[src/hdl/cbb_pkg.sv]
// Shared types and constants of the clamped RGB box blur.
package cbb_pkg;

   localparam int MAX_WIDTH   = 1024;
   localparam int MAX_RADIUS  = 8;
   localparam int ROW_SLOTS   = 2 * MAX_RADIUS + 2;
   localparam int STORE_DEPTH = ROW_SLOTS * MAX_WIDTH;
   localparam int COL_BITS    = $clog2(MAX_WIDTH);
   localparam int SLOT_BITS   = $clog2(ROW_SLOTS);
   localparam int ADDR_BITS   = SLOT_BITS + COL_BITS;
   localparam int SUM_BITS    = 25;
   localparam int CNT_BITS    = 9;
   localparam int POS_BITS    = 26;
   localparam int CH_BITS     = 16;

   localparam logic [1:0] CSR_WIDTH  = 2'd0;
   localparam logic [1:0] CSR_HEIGHT = 2'd1;
   localparam logic [1:0] CSR_RADIUS = 2'd2;

   localparam logic CMD_PIXEL = 1'b0;
   localparam logic CMD_DRAIN = 1'b1;

   typedef struct packed {
      logic         command;
      logic [15:0]  in_red;
      logic [15:0]  in_green;
      logic [15:0]  in_blue;
   } req_word_type;

   typedef struct packed {
      logic [15:0]  out_red;
      logic [15:0]  out_green;
      logic [15:0]  out_blue;
      logic         last;
   } rsp_word_type;

   typedef struct packed {
      logic clear;
      logic acc;
      logic start;
   } lane_ctl_type;

endpackage

[src/hdl/cbb_lane.sv]
// One colour lane: window accumulator and a bit-serial restoring divider.
module cbb_lane
   import cbb_pkg::*;
(
   input  logic                clock,
   input  logic                reset,
   input  lane_ctl_type        ctl,
   input  logic [CH_BITS-1:0]  sample,
   input  logic [CNT_BITS-1:0] divisor,
   output logic                busy,
   output logic [CH_BITS-1:0]  quotient
);

   logic [SUM_BITS-1:0] sum_ff, sum_in;
   logic [SUM_BITS-1:0] quo_ff, quo_in;
   logic [CNT_BITS-1:0] rem_ff, rem_in;
   logic [4:0]          cnt_ff, cnt_in;
   logic                busy_ff, busy_in;
   logic [CNT_BITS:0]   trial;

   always_comb begin
      sum_in  = sum_ff;
      quo_in  = quo_ff;
      rem_in  = rem_ff;
      cnt_in  = cnt_ff;
      busy_in = busy_ff;
      trial   = {rem_ff, quo_ff[SUM_BITS-1]};
      if (ctl.clear) begin
         sum_in = '0;
      end else if (ctl.acc) begin
         sum_in = sum_ff + SUM_BITS'(sample);
      end
      if (ctl.start) begin
         quo_in  = sum_ff;
         rem_in  = '0;
         cnt_in  = 5'(SUM_BITS);
         busy_in = 1'b1;
      end else if (busy_ff) begin
         // Shift one dividend bit in and subtract where the divisor fits.
         if (trial >= {1'b0, divisor}) begin
            rem_in = CNT_BITS'(trial - {1'b0, divisor});
            quo_in = {quo_ff[SUM_BITS-2:0], 1'b1};
         end else begin
            rem_in = trial[CNT_BITS-1:0];
            quo_in = {quo_ff[SUM_BITS-2:0], 1'b0};
         end
         cnt_in = cnt_ff - 5'd1;
         if (cnt_ff == 5'd1) begin
            busy_in = 1'b0;
         end
      end
   end

   always_ff @(posedge clock) begin
      if (reset) begin
         busy_ff <= 1'b0;
         cnt_ff  <= '0;
      end else begin
         busy_ff <= busy_in;
         cnt_ff  <= cnt_in;
      end
   end

   always_ff @(posedge clock) begin
      sum_ff <= sum_in;
      quo_ff <= quo_in;
      rem_ff <= rem_in;
   end

   assign busy     = busy_ff;
   assign quotient = quo_ff[CH_BITS-1:0];

endmodule

[config.mk]
export PLATFORM = sky130hd
export DESIGN_NAME = cbb_lane
export DESIGN_NICKNAME = d
export VERILOG_FILES = /design/src/hdl/cbb_pkg.sv /design/src/hdl/cbb_lane.sv
export SDC_FILE = /design/constraint.sdc
export NUM_CORES = 1
export LEC_CHECK = 0
export BUFFER_PORTS_ARGS = -buffer_cell sky130_fd_sc_hd__buf_4
export CORE_MARGIN = 2
export CORE_UTILIZATION = 40
export CTS_CLUSTER_DIAMETER = 150
export DETAILED_ROUTE_END_ITERATION = 10
export PLACE_DENSITY = 0.59
export SYNTH_ARGS = -nofsm -noshare
export SYNTH_HDL_FRONTEND = slang
export SYNTH_SLANG_ARGS = --single-unit
[constraint.sdc]
create_clock -name clock -period 4.3 [get_ports clock]
set_input_delay 0.43 -clock clock [delete_from_list [all_inputs] [get_ports clock]]
set_output_delay 0.43 -clock clock [all_outputs]
set_load 0.02 [all_outputs]
==> results of run 1 <==
==> layout make-up <==
class / instances / area [um^2]
clock buffers: 15 / 199
clock inverters: 1 / 5.00
fillers: 988 / 5560
inverters: 20 / 75.1
multi-input cells: 314 / 2370
flip-flops and latches: 65 / 1550
well taps: 136 / 170
repair buffers: 46 / 345
==> cell usage in the layout (no fill, tap or decap), types with 3 or more instances in the layout <==
| master | instances |
|---|---|
| a21oi_2 | 3 |
| nand4_1 | 5 |
| nand2b_1 | 4 |
| o211ai_1 | 4 |
| ha_1 | 27 |
| and3_1 | 4 |
| inv_1 | 19 |
| or2_2 | 4 |
| nor3_1 | 6 |
| mux2_1 | 3 |
| a311oi_1 | 3 |
| o2111ai_1 | 4 |
| a21o_1 | 9 |
| mux2_2 | 25 |
| nor2_1 | 45 |
| nor2b_1 | 4 |
| clkbuf_1 | 3 |
| o21ai_2 | 4 |
| nand3_1 | 13 |
| and3_2 | 3 |
| or3_1 | 4 |
| buf_4 | 46 |
| and2_1 | 4 |
| xnor2_1 | 11 |
| o21bai_1 | 5 |
| edfxtp_1 | 25 |
| dfxtp_1 | 40 |
| mux2i_1 | 13 |
| a21oi_1 | 16 |
| xor2_1 | 9 |
| o31ai_1 | 3 |
| clkbuf_8 | 10 |
| nand2_1 | 20 |
| a211oi_1 | 9 |
| o21ai_0 | 13 |
==> how the worst min path moves through the flow <==
stage | start | to | slack [ps] | cells after the start
CTS | reset | cnt_ff[4] | 280 | 2
global route | reset | cnt_ff[0] | 290 | 2
global placement | sum_ff[11] | sum_ff[11] | 470 | 2
floorplan | sum_ff[24] | sum_ff[24] | 450 | 2
detailed placement | sum_ff[24] | sum_ff[24] | 480 | 2
finish | reset | cnt_ff[4] | 290 | 2
==> metrics by stage <==
step | setup WS [ps] | utilization, % | hold slack [ps] | cell area, um^2 | cells
2_1_floorplan | 1940 | - | 446 | 4220 | 433
3_3_place_gp | 1610 | 43.9 | 473 | 4520 | 581
3_5_place_dp | 1550 | 43.9 | 477 | 4520 | 581
4_1_cts | 1630 | 45.9 | 284 | 4720 | 597
5_1_grt | 1380 | 45.9 | 290 | 4720 | 597
6_report | 1630 | 45.9 | 294 | 4720 | 597
==> flip-flops by register name (all words and copies together) (netlist names) <==
register,count
quo_ff,25
sum_ff,25
rem_ff,9
cnt_ff,5
busy,1
==> kinds of logic (layout without fill, tap and decap cells) <==
logic type	count (synthesis)	after routing	share of synthesized area (%)
mux	42	42	10.9
flops	65	65	36.8
simple gates	126	126	14.9
fa+ha+maj	29	29	8.96
xor+xnor	20	20	4.15
buf+inv	54	82	6.94
compound gates	97	97	17.4
==> critical path, cell delays in order (launching register included) <==
cell and delay (ps):
edfxtp_1 360, inv_1 80, ha_1 160, inv_1 50
fa_1 410, a21oi_2 210, o2111ai_2 170, o2111ai_1 280
nand2_1 340, mux2_2 370
==> power by group through the flow <==
stage	registers [uW]	clock network [uW]	logic, uW
finish	772	526	541
global route	783	570	599
CTS	773	545	544
detailed placement	787	0	539
global placement	785	0	537
floorplan	765	0	451
==> per-layer routing <==
layer	routed length, um	vias up	global-route usage (%)
met1	4260	1466	22.3
met4	93	0	5.57
met2	3910	62	24.2
li1	-	1622	-
met3	333	8	2.49
met5	0	-	0
==> run metrics, run 1 <==
final setup violation count=0; Synth cell types=around 70; Setup Fix Bufs, Post-CTS=0; required time worst endpoint=4390 ps; Leak=0.00202 uW; share of synthesized registers carrying an async set or reset=0%; Seq cells post-synth=65; RD Place Congestion=0.827; logic gate share of total power=~29%; Die Height=about 110 um; port bufs=46; total track usage=15.7%; Vias=between 3k and 4k; clk slew on worst S/H paths=70 ps; Worst R2R End=quo_ff[0]; Seq pwr share=42.0%; 1st-iter DRT viols=120; antenna violations before repair=0; clock latency on the worst-skew pair=340 ps; switching part of the total power=31.5%; most numerous cell in the Yosys netlist=nor2_1; CP Capture Type=flop; Die W=107 um; Synth area leaders=dfxtp_1 (19%), edfxtp_1 (18%), ha_1 (8.0%); GRT overflow=0; total wire length=8600 um; final cycle utilization of the critical path=62.1%; mean post-synth cell area=9.74 um^2; share of layout cells above drive strength 1=23.6%; Worst Reg2Reg Path Length in Cells=9; capture point of the worst path=quo_ff[0]; Syn Nets=just under 500; commonest cells in the synthesized netlist=nor2_1 (45), dfxtp_1 (40), ha_1 (27), edfxtp_1 (25), mux2_2 (25); H-tree Lvls=3; # Max-Cap Violations=0; Crit. Startpoint=quo_ff[24]; clk sinks=65; Slew Limit Fails=0; Slew @ Worst Pin=892 ps; Fin. Hold Viols=0; wire per inst=about 14 um; number of gates resized after CTS=0; total CTS buffers=9; initial core utilization=41.1%; # diodes=0; Worst Skew=12.3 ps; total power=1840 uW; CP startpoint kind=flop; vias in the first global route=2980; Syn Std Cell Area=4220 um^2; Post-synth EDFFs=25; Boundary Pins=47; clk root buf=clkbuf_8; Clock Power Share=28.6%; pwr dens=approximately 400 nW/um^2; post-synth top area share=19.0%; Synth Instances=about 430; cts hold-fix bufs=0; CTS tree=built; status=completed; FMAX=374 MHz; DPL Wire Length=6130 um; RR Startpoint=quo_ff[24]; Worst slew margin=between 40% and 50%; unrepaired setup endpoints after global routing=no; Core ar.=10300 um^2; largest net degree at the start of global routing=44; hold crit path type=primary input to flop; DR vias/cell=approximately 5.3; DRC Markers=0; die area=11400 um^2; # rows=37; Synth Warn #=0; min cycle time layout=between 2000 and 3000 ps; setup tns final=0 ps; Detail Route Antenna Nets=0; Worst Path Max Fanout=11; Post-synth top flop=dfxtp_1; sw power=around 580 uW; area grow syn2layout=11.9%; post-synth top area cell=dfxtp_1; Final nets=515; Critical Path AT=2760 ps; reg-to-reg setup timing slack=1630 ps; Crit Path Class=flop to flop; first-pass GRT wire length=14300 um; cell-internal power=1260 uW; TritonRoute pass-1 iters=4; Peak VDD IR=0.000172 V; Seq/Total Area, Yosys=a little under two fifths; Clock Tree Buf Depth=2
Note: power is estimated with default switching activity, not from simulation.
==> inputs of run 2 (changes only) <==
Settings changed: PLACE_DENSITY 0.59 to 0.61.
Clock period 4.3 ns to 2.35 ns, I/O delays scaled along.
==> run 2 against run 1 <==
Effect of this change: fmax grew 15%; wire length grew 3.5%; clock power grew 96%; power grew 92%; largest power group unchanged; largest cell class unchanged; critical path type unchanged; register-to-register slack lost 1600 ps.
==> run metrics, run 2 (same netlist as run 1, synthesis figures left out) <==
share of layout cells above drive strength 1=between 20% and 30%; H-tree Lvls=3; final cycle utilization of the critical path=99.0%; Clock Tree Buf Depth=2; Core Util, Final=48.2%; Die Height=107 um; reg-to-reg setup timing slack=20 ps; Worst Skew=12.3 ps; CP Capture Type=flop; clk slew on worst S/H paths=around 70 ps; Peak VDD IR=about 0.00037 V; RD Place Congestion=0.837; Crit Path Class=flop to flop; Hold Path Depth=2; Detail Route Antenna Nets=0; most frequent cells in the layout=buf_4 (61), nor2_1 (45), dfxtp_1 (40); antenna violations before repair=0; Slew @ Worst Pin=532 ps; WHS Endpoint=cnt_ff[0]; unrepaired setup endpoints after global routing=yes; final instance area=4960 um^2; GRT overflow=0; wire per inst=about 14 um; DPL Wire Length=~6300 um; setup tns final=0 ps; TritonRoute pass-1 iters=4; Die W=between 100 and 150 um; Core ar.=10300 um^2; hold_sp=reset; RR Startpoint=quo_ff[24]; required time worst endpoint=2450 ps; Slew Limit Fails=0; WHS=101 ps; DR vias/cell=5.34; clock latency on the worst-skew pair=around 350 ps; first-pass GRT wire length=about 15000 um; DRC Markers=0; total CTS buffers=9; Multi-input gate area=between 2000 and 2500 um^2; Leak=between 0.002 and 0.0025 uW; vias in the first global route=3133; final setup violation count=0; largest net degree at the start of global routing=44; Worst slew margin=between 60% and 70%; Vias=3286; Worst Path Max Fanout=4; hold crit path type=primary input to flop; # rows=37; min cycle time layout=2330 ps; fillers=989; Critical Path AT=2420 ps; pwr dens=711 nW/um^2; area grow syn2layout=17.5%; 1st-iter DRT viols=144; CP startpoint kind=flop; clk root buf=clkbuf_8; clk sinks=65; Final nets=about 530; Boundary Pins=47; # Max-Cap Violations=0; Reg area=approximately 1600 um^2; total wire length=8900 um; Worst Reg2Reg Path Length in Cells=10; # diodes=0; die area=11400 um^2; port bufs=46; total track usage=16.2%; commonest non-fill, non-tap cell in the layout=buf_4; cts hold-fix bufs=0; CTS tree=built; initial core utilization=41.1%; Largest regs=quo_ff: 25 flops, sum_ff: 25 flops, rem_ff: 9 flops; Worst R2R End=quo_ff[0]; status=completed; Fin. Hold Viols=0; FMAX=430 MHz; placed instance area=between 4000 and 5000 um^2
## run 2: worst max path at each step
stage	start	endpoint	slack, ps	cells after the start
floorplan	quo_ff[24]	quo_ff[0]	3	10
global placement	sample[0]	sum_ff[14]	2	9
detailed placement	sample[0]	sum_ff[14]	-40	9
CTS	sum_ff[0]	sum_ff[14]	20	8
global route	quo_ff[24]	quo_ff[0]	-90	10
finish	quo_ff[24]	quo_ff[0]	20	10
## run 2: area by class of cell
type	count	share of cell area, %
multi-input combinational	314	49.2
timing repair buffer	64	10.1
sequential	65	31.3
clock buffer	16	4.47
tap	136	3.43
inverter	20	1.51
## run 2: routing by layer
metal	vias up	track usage (%)	wire [um]
met4	0	6.49	129
met2	55	24.5	3970
met5	-	0	0
met3	11	3.10	355
li1	1659	-	-
met1	1561	22.7	4440
## run 2: worst max-delay path, cell delays in order (launching register included)
cell,delay [ps]
edfxtp_1,380
inv_2,90
ha_4,140
inv_2,40
fa_2,400
a21oi_2,160
o2111ai_2,130
o2111ai_2,240
nand2_2,100
buf_6,160
mux2_2,240
## run 2: report_power, final
part / switching, uW / total (uW) / internal (uW) / leakage, uW
registers: 85.7 / 1400 / 1320 / 0.000594
logic: 580 / 1090 / 514 / 0.00142
clock network: 434 / 1030 / 594 / 0.000114
## run 2: metrics by stage
stage	worst slack [ps]	power, uW	cells
after global placement	2.11	2460	596
after floorplan	2.62	2230	433
after detailed placement	-37.2	2470	596
after global routing	-93.9	3730	615
after CTS	19.7	3510	612
final	24.2	3530	615
## run 2: what timing repair did
action                                  in CTS  in global routing
endpoints found under the setup margin       2                 10
pin swaps                                    1                 15
buffers inserted                             0                  3
gates resized for setup                      2                 15
==> inputs of run 3 (changes only) <==
Settings changed: ABC_AREA from default to 1.
==> run 3 against run 2 <==
Effect of this change: synthesized cell count grew 55%; via count grew 23%; register-to-register slack gained 270 ps; count of clock-buffer cells in the layout shrank 4; sequential share of layout area shrank 1.6 points; sequential cell count is the same; fmax grew 13%; global-route usage grew 2.0 points.
==> run metrics, run 3 <==
Final nets=760; TritonRoute pass-1 iters=4; Synth Warn #=0; compound-cell area share of the yosys netlist=9.74%; crit path cell chain=inv_1 -> ha_1 -> inv_1 -> fa_1 -> nand3_1 -> nand3_2 -> a21oi_2 -> inv_2 -> nand2_2 -> nand2_4 -> nand2_1 -> nand3_1 -> nand2_1; M1 WL=about 5000 um; 1st-iter DRT viols=238; initial core utilization=40.5%; WHS=78.5 ps; CP startpoint kind=flop; wire length on met2=around 5000 um; GRT overflow=0; antenna violations before repair=0; DPL Wire Length=around 8400 um; Fin. Hold Viols=0; Synth Instances=672; WL met3=560 um; Post-synth EDFFs=25; Worst Skew=7.51 ps; clk sinks=65; Synth area leaders=dfxtp_1 (17%), nand2_1 (16%), edfxtp_1 (16%); most numerous cell in the Yosys netlist=nand2_1; H-tree Lvls=3; capture point of the worst path=rem_ff[1]; final cycle utilization of the critical path=around 87%; total power=3430 uW; Crit Path Class=flop to flop; pwr dens=approximately 660 nW/um^2; DRC Markers=0; switching part of the total power=30.8%; cts hold-fix bufs=0; vias in the first global route=3983; Critical Path AT=2320 ps; kind of cell adding the most delay to the critical path=simple AND/OR/NAND/NOR gates; most frequent cells in the layout=nand2_1 (201), inv_1 (110), nor2_1 (50); first-pass GRT wire length=18400 um; final setup violation count=0; fillers=~1.2k; wire per inst=12.6 um; RD Place Congestion=0.846; Syn Nets=731; Worst R2R End=rem_ff[1]; CP Capture Type=flop; unrepaired setup endpoints after global routing=no; total CTS buffers=9; Largest regs=quo_ff: 25 flops, sum_ff: 25 flops, rem_ff: 9 flops; Post-Synth XOR/XNOR Area=2.10%; clk slew on worst S/H paths=60 ps; Seq/Total Area, Yosys=~34%; Die W=111 um; Worst Reg2Reg Path Length in Cells=13; area grow syn2layout=14.1%; share of synthesized registers carrying an async set or reset=0%; CP max stage cell=fa_1; Peak VDD IR=~0.00041 V; Core ar.=between 10000 and 15000 um^2; hold crit path type=primary input to flop; # rows=39; Seq cells post-synth=65; # Max-Cap Violations=0; port bufs=46; Worst slew margin=48.5%; Slew @ Worst Pin=770 ps; Syn Std Cell Area=4590 um^2; reg-to-reg setup timing slack=between 200 and 300 ps; clk root buf=clkbuf_16; post-synth top area cell=dfxtp_1; Vias=4055; commonest cells in the synthesized netlist=nand2_1 (201), inv_1 (110), nor2_1 (50), nand3_1 (44), dfxtp_1 (40); die area=between 10000 and 15000 um^2; WP depth=13; Detail Route Antenna Nets=0; DR vias/cell=4.78; Post-synth top flop=dfxtp_1; commonest non-fill, non-tap cell in the layout=nand2_1; highest metal layer with signal wires=met4; Boundary Pins=47; status=completed; Crit. Startpoint=quo_ff[24]; Clock Tree Buf Depth=2; share of layout cells above drive strength 1=13.9%; Seq pwr share=between 30% and 40%; delay of the slowest critical-path stage=400 ps; CTS tree=built; largest family of logic cells by synthesized area=simple AND/OR/NAND/NOR gates; cell-internal power=2380 uW; WP buf/inv=3; Synth cell types=37; RR Startpoint=quo_ff[24]; setup tns final=0 ps; total track usage=18.2%; min cycle time layout=2050 ps; required time worst endpoint=2620 ps; Clock Power Share=37.4%; post-synthesis adder-cell area fraction=8.24%; sw power=between 1000 and 1500 uW; Leak=0.00274 uW; mux cell area share after synthesis=0%; Simple-Gate Fraction of Synth Area=32.7%; Die Height=111 um; total wire length=10700 um; largest net degree at the start of global routing=43; post-synth top area share=17.5%; Worst Path Max Fanout=11; mean post-synth cell area=6.83 um^2; logic gate share of total power=23.2%; Slew Limit Fails=0; FMAX=about 490 MHz; # diodes=0; clock latency on the worst-skew pair=330 ps
[run 3: changes by cell type after synthesis, sizes merged, moves of 16 or more]
| cell | change |
|---|---|
| o21ai | +20 |
| nand3 | +34 |
| a21oi | +20 |
| nand2 | +192 |
| inv | +92 |
| nor2 | +16 |
| mux2 | -29 |
[run 3: cell type report]
type / instances / area, um^2 / share of cell area, %
clock buffers: 12 / 267 / 5.09
clock inverters: 4 / 26.3 / 0.502
inverters: 111 / 417 / 7.96
multi-input cells: 465 / 2430 / 46.4
flip-flops and latches: 65 / 1550 / 29.6
well taps: 143 / 179 / 3.42
repair buffers: 49 / 368 / 7.03
[run 3: per-layer routing]
metal / vias to the layer above / GRT usage (%)
li1: 2167 / -
met4: 0 / 4.69
met2: 67 / 30.8
met3: 9 / 3.34
met5: - / 0
met1: 1812 / 23.9
[run 3: power groups by stage]
stage                     Clock, uW  Sequential [uW]  Combinational, uW
final                          1280             1350                797
after global routing           1370             1360                911
after CTS                      1320             1350                802
after detailed placement          0             1370                796
after global placement            0             1370                787
after floorplan                   0             1340                622
[run 3: cell families after synthesis]
logic type / after synthesis
xor+xnor: 11
buf+inv: 142
flops: 65
fa+ha+maj: 29
compound gates: 84
simple gates: 341
[run 3: worst min-delay path by stage]
stage,from,end,depth (start not counted)
after floorplan,reset,cnt_ff[3],1
after global placement,reset,cnt_ff[3],2
after detailed placement,reset,cnt_ff[3],2
after CTS,reset,cnt_ff[3],2
after global routing,reset,cnt_ff[3],2
final,reset,cnt_ff[3],2
[run 3: metrics by stage]
| step | util [%] | cell area, um^2 | instances | worst slack [ps] |
|---|---|---|---|---|
| after floorplan | - | 4590 | 672 | 482 |
| after global placement | 43.6 | 4940 | 833 | 300 |
| after detailed placement | 43.6 | 4940 | 833 | 255 |
| after CTS | 46.2 | 5230 | 849 | 242 |
| after global routing | 46.2 | 5230 | 849 | 53.1 |
| final | 46.2 | 5230 | 849 | 298 |
[run 3: repair_timing]
item	4_1_cts	5_1_grt
endpoints found under the setup margin	0	1
buffers inserted	0	0
resized for setup	0	1
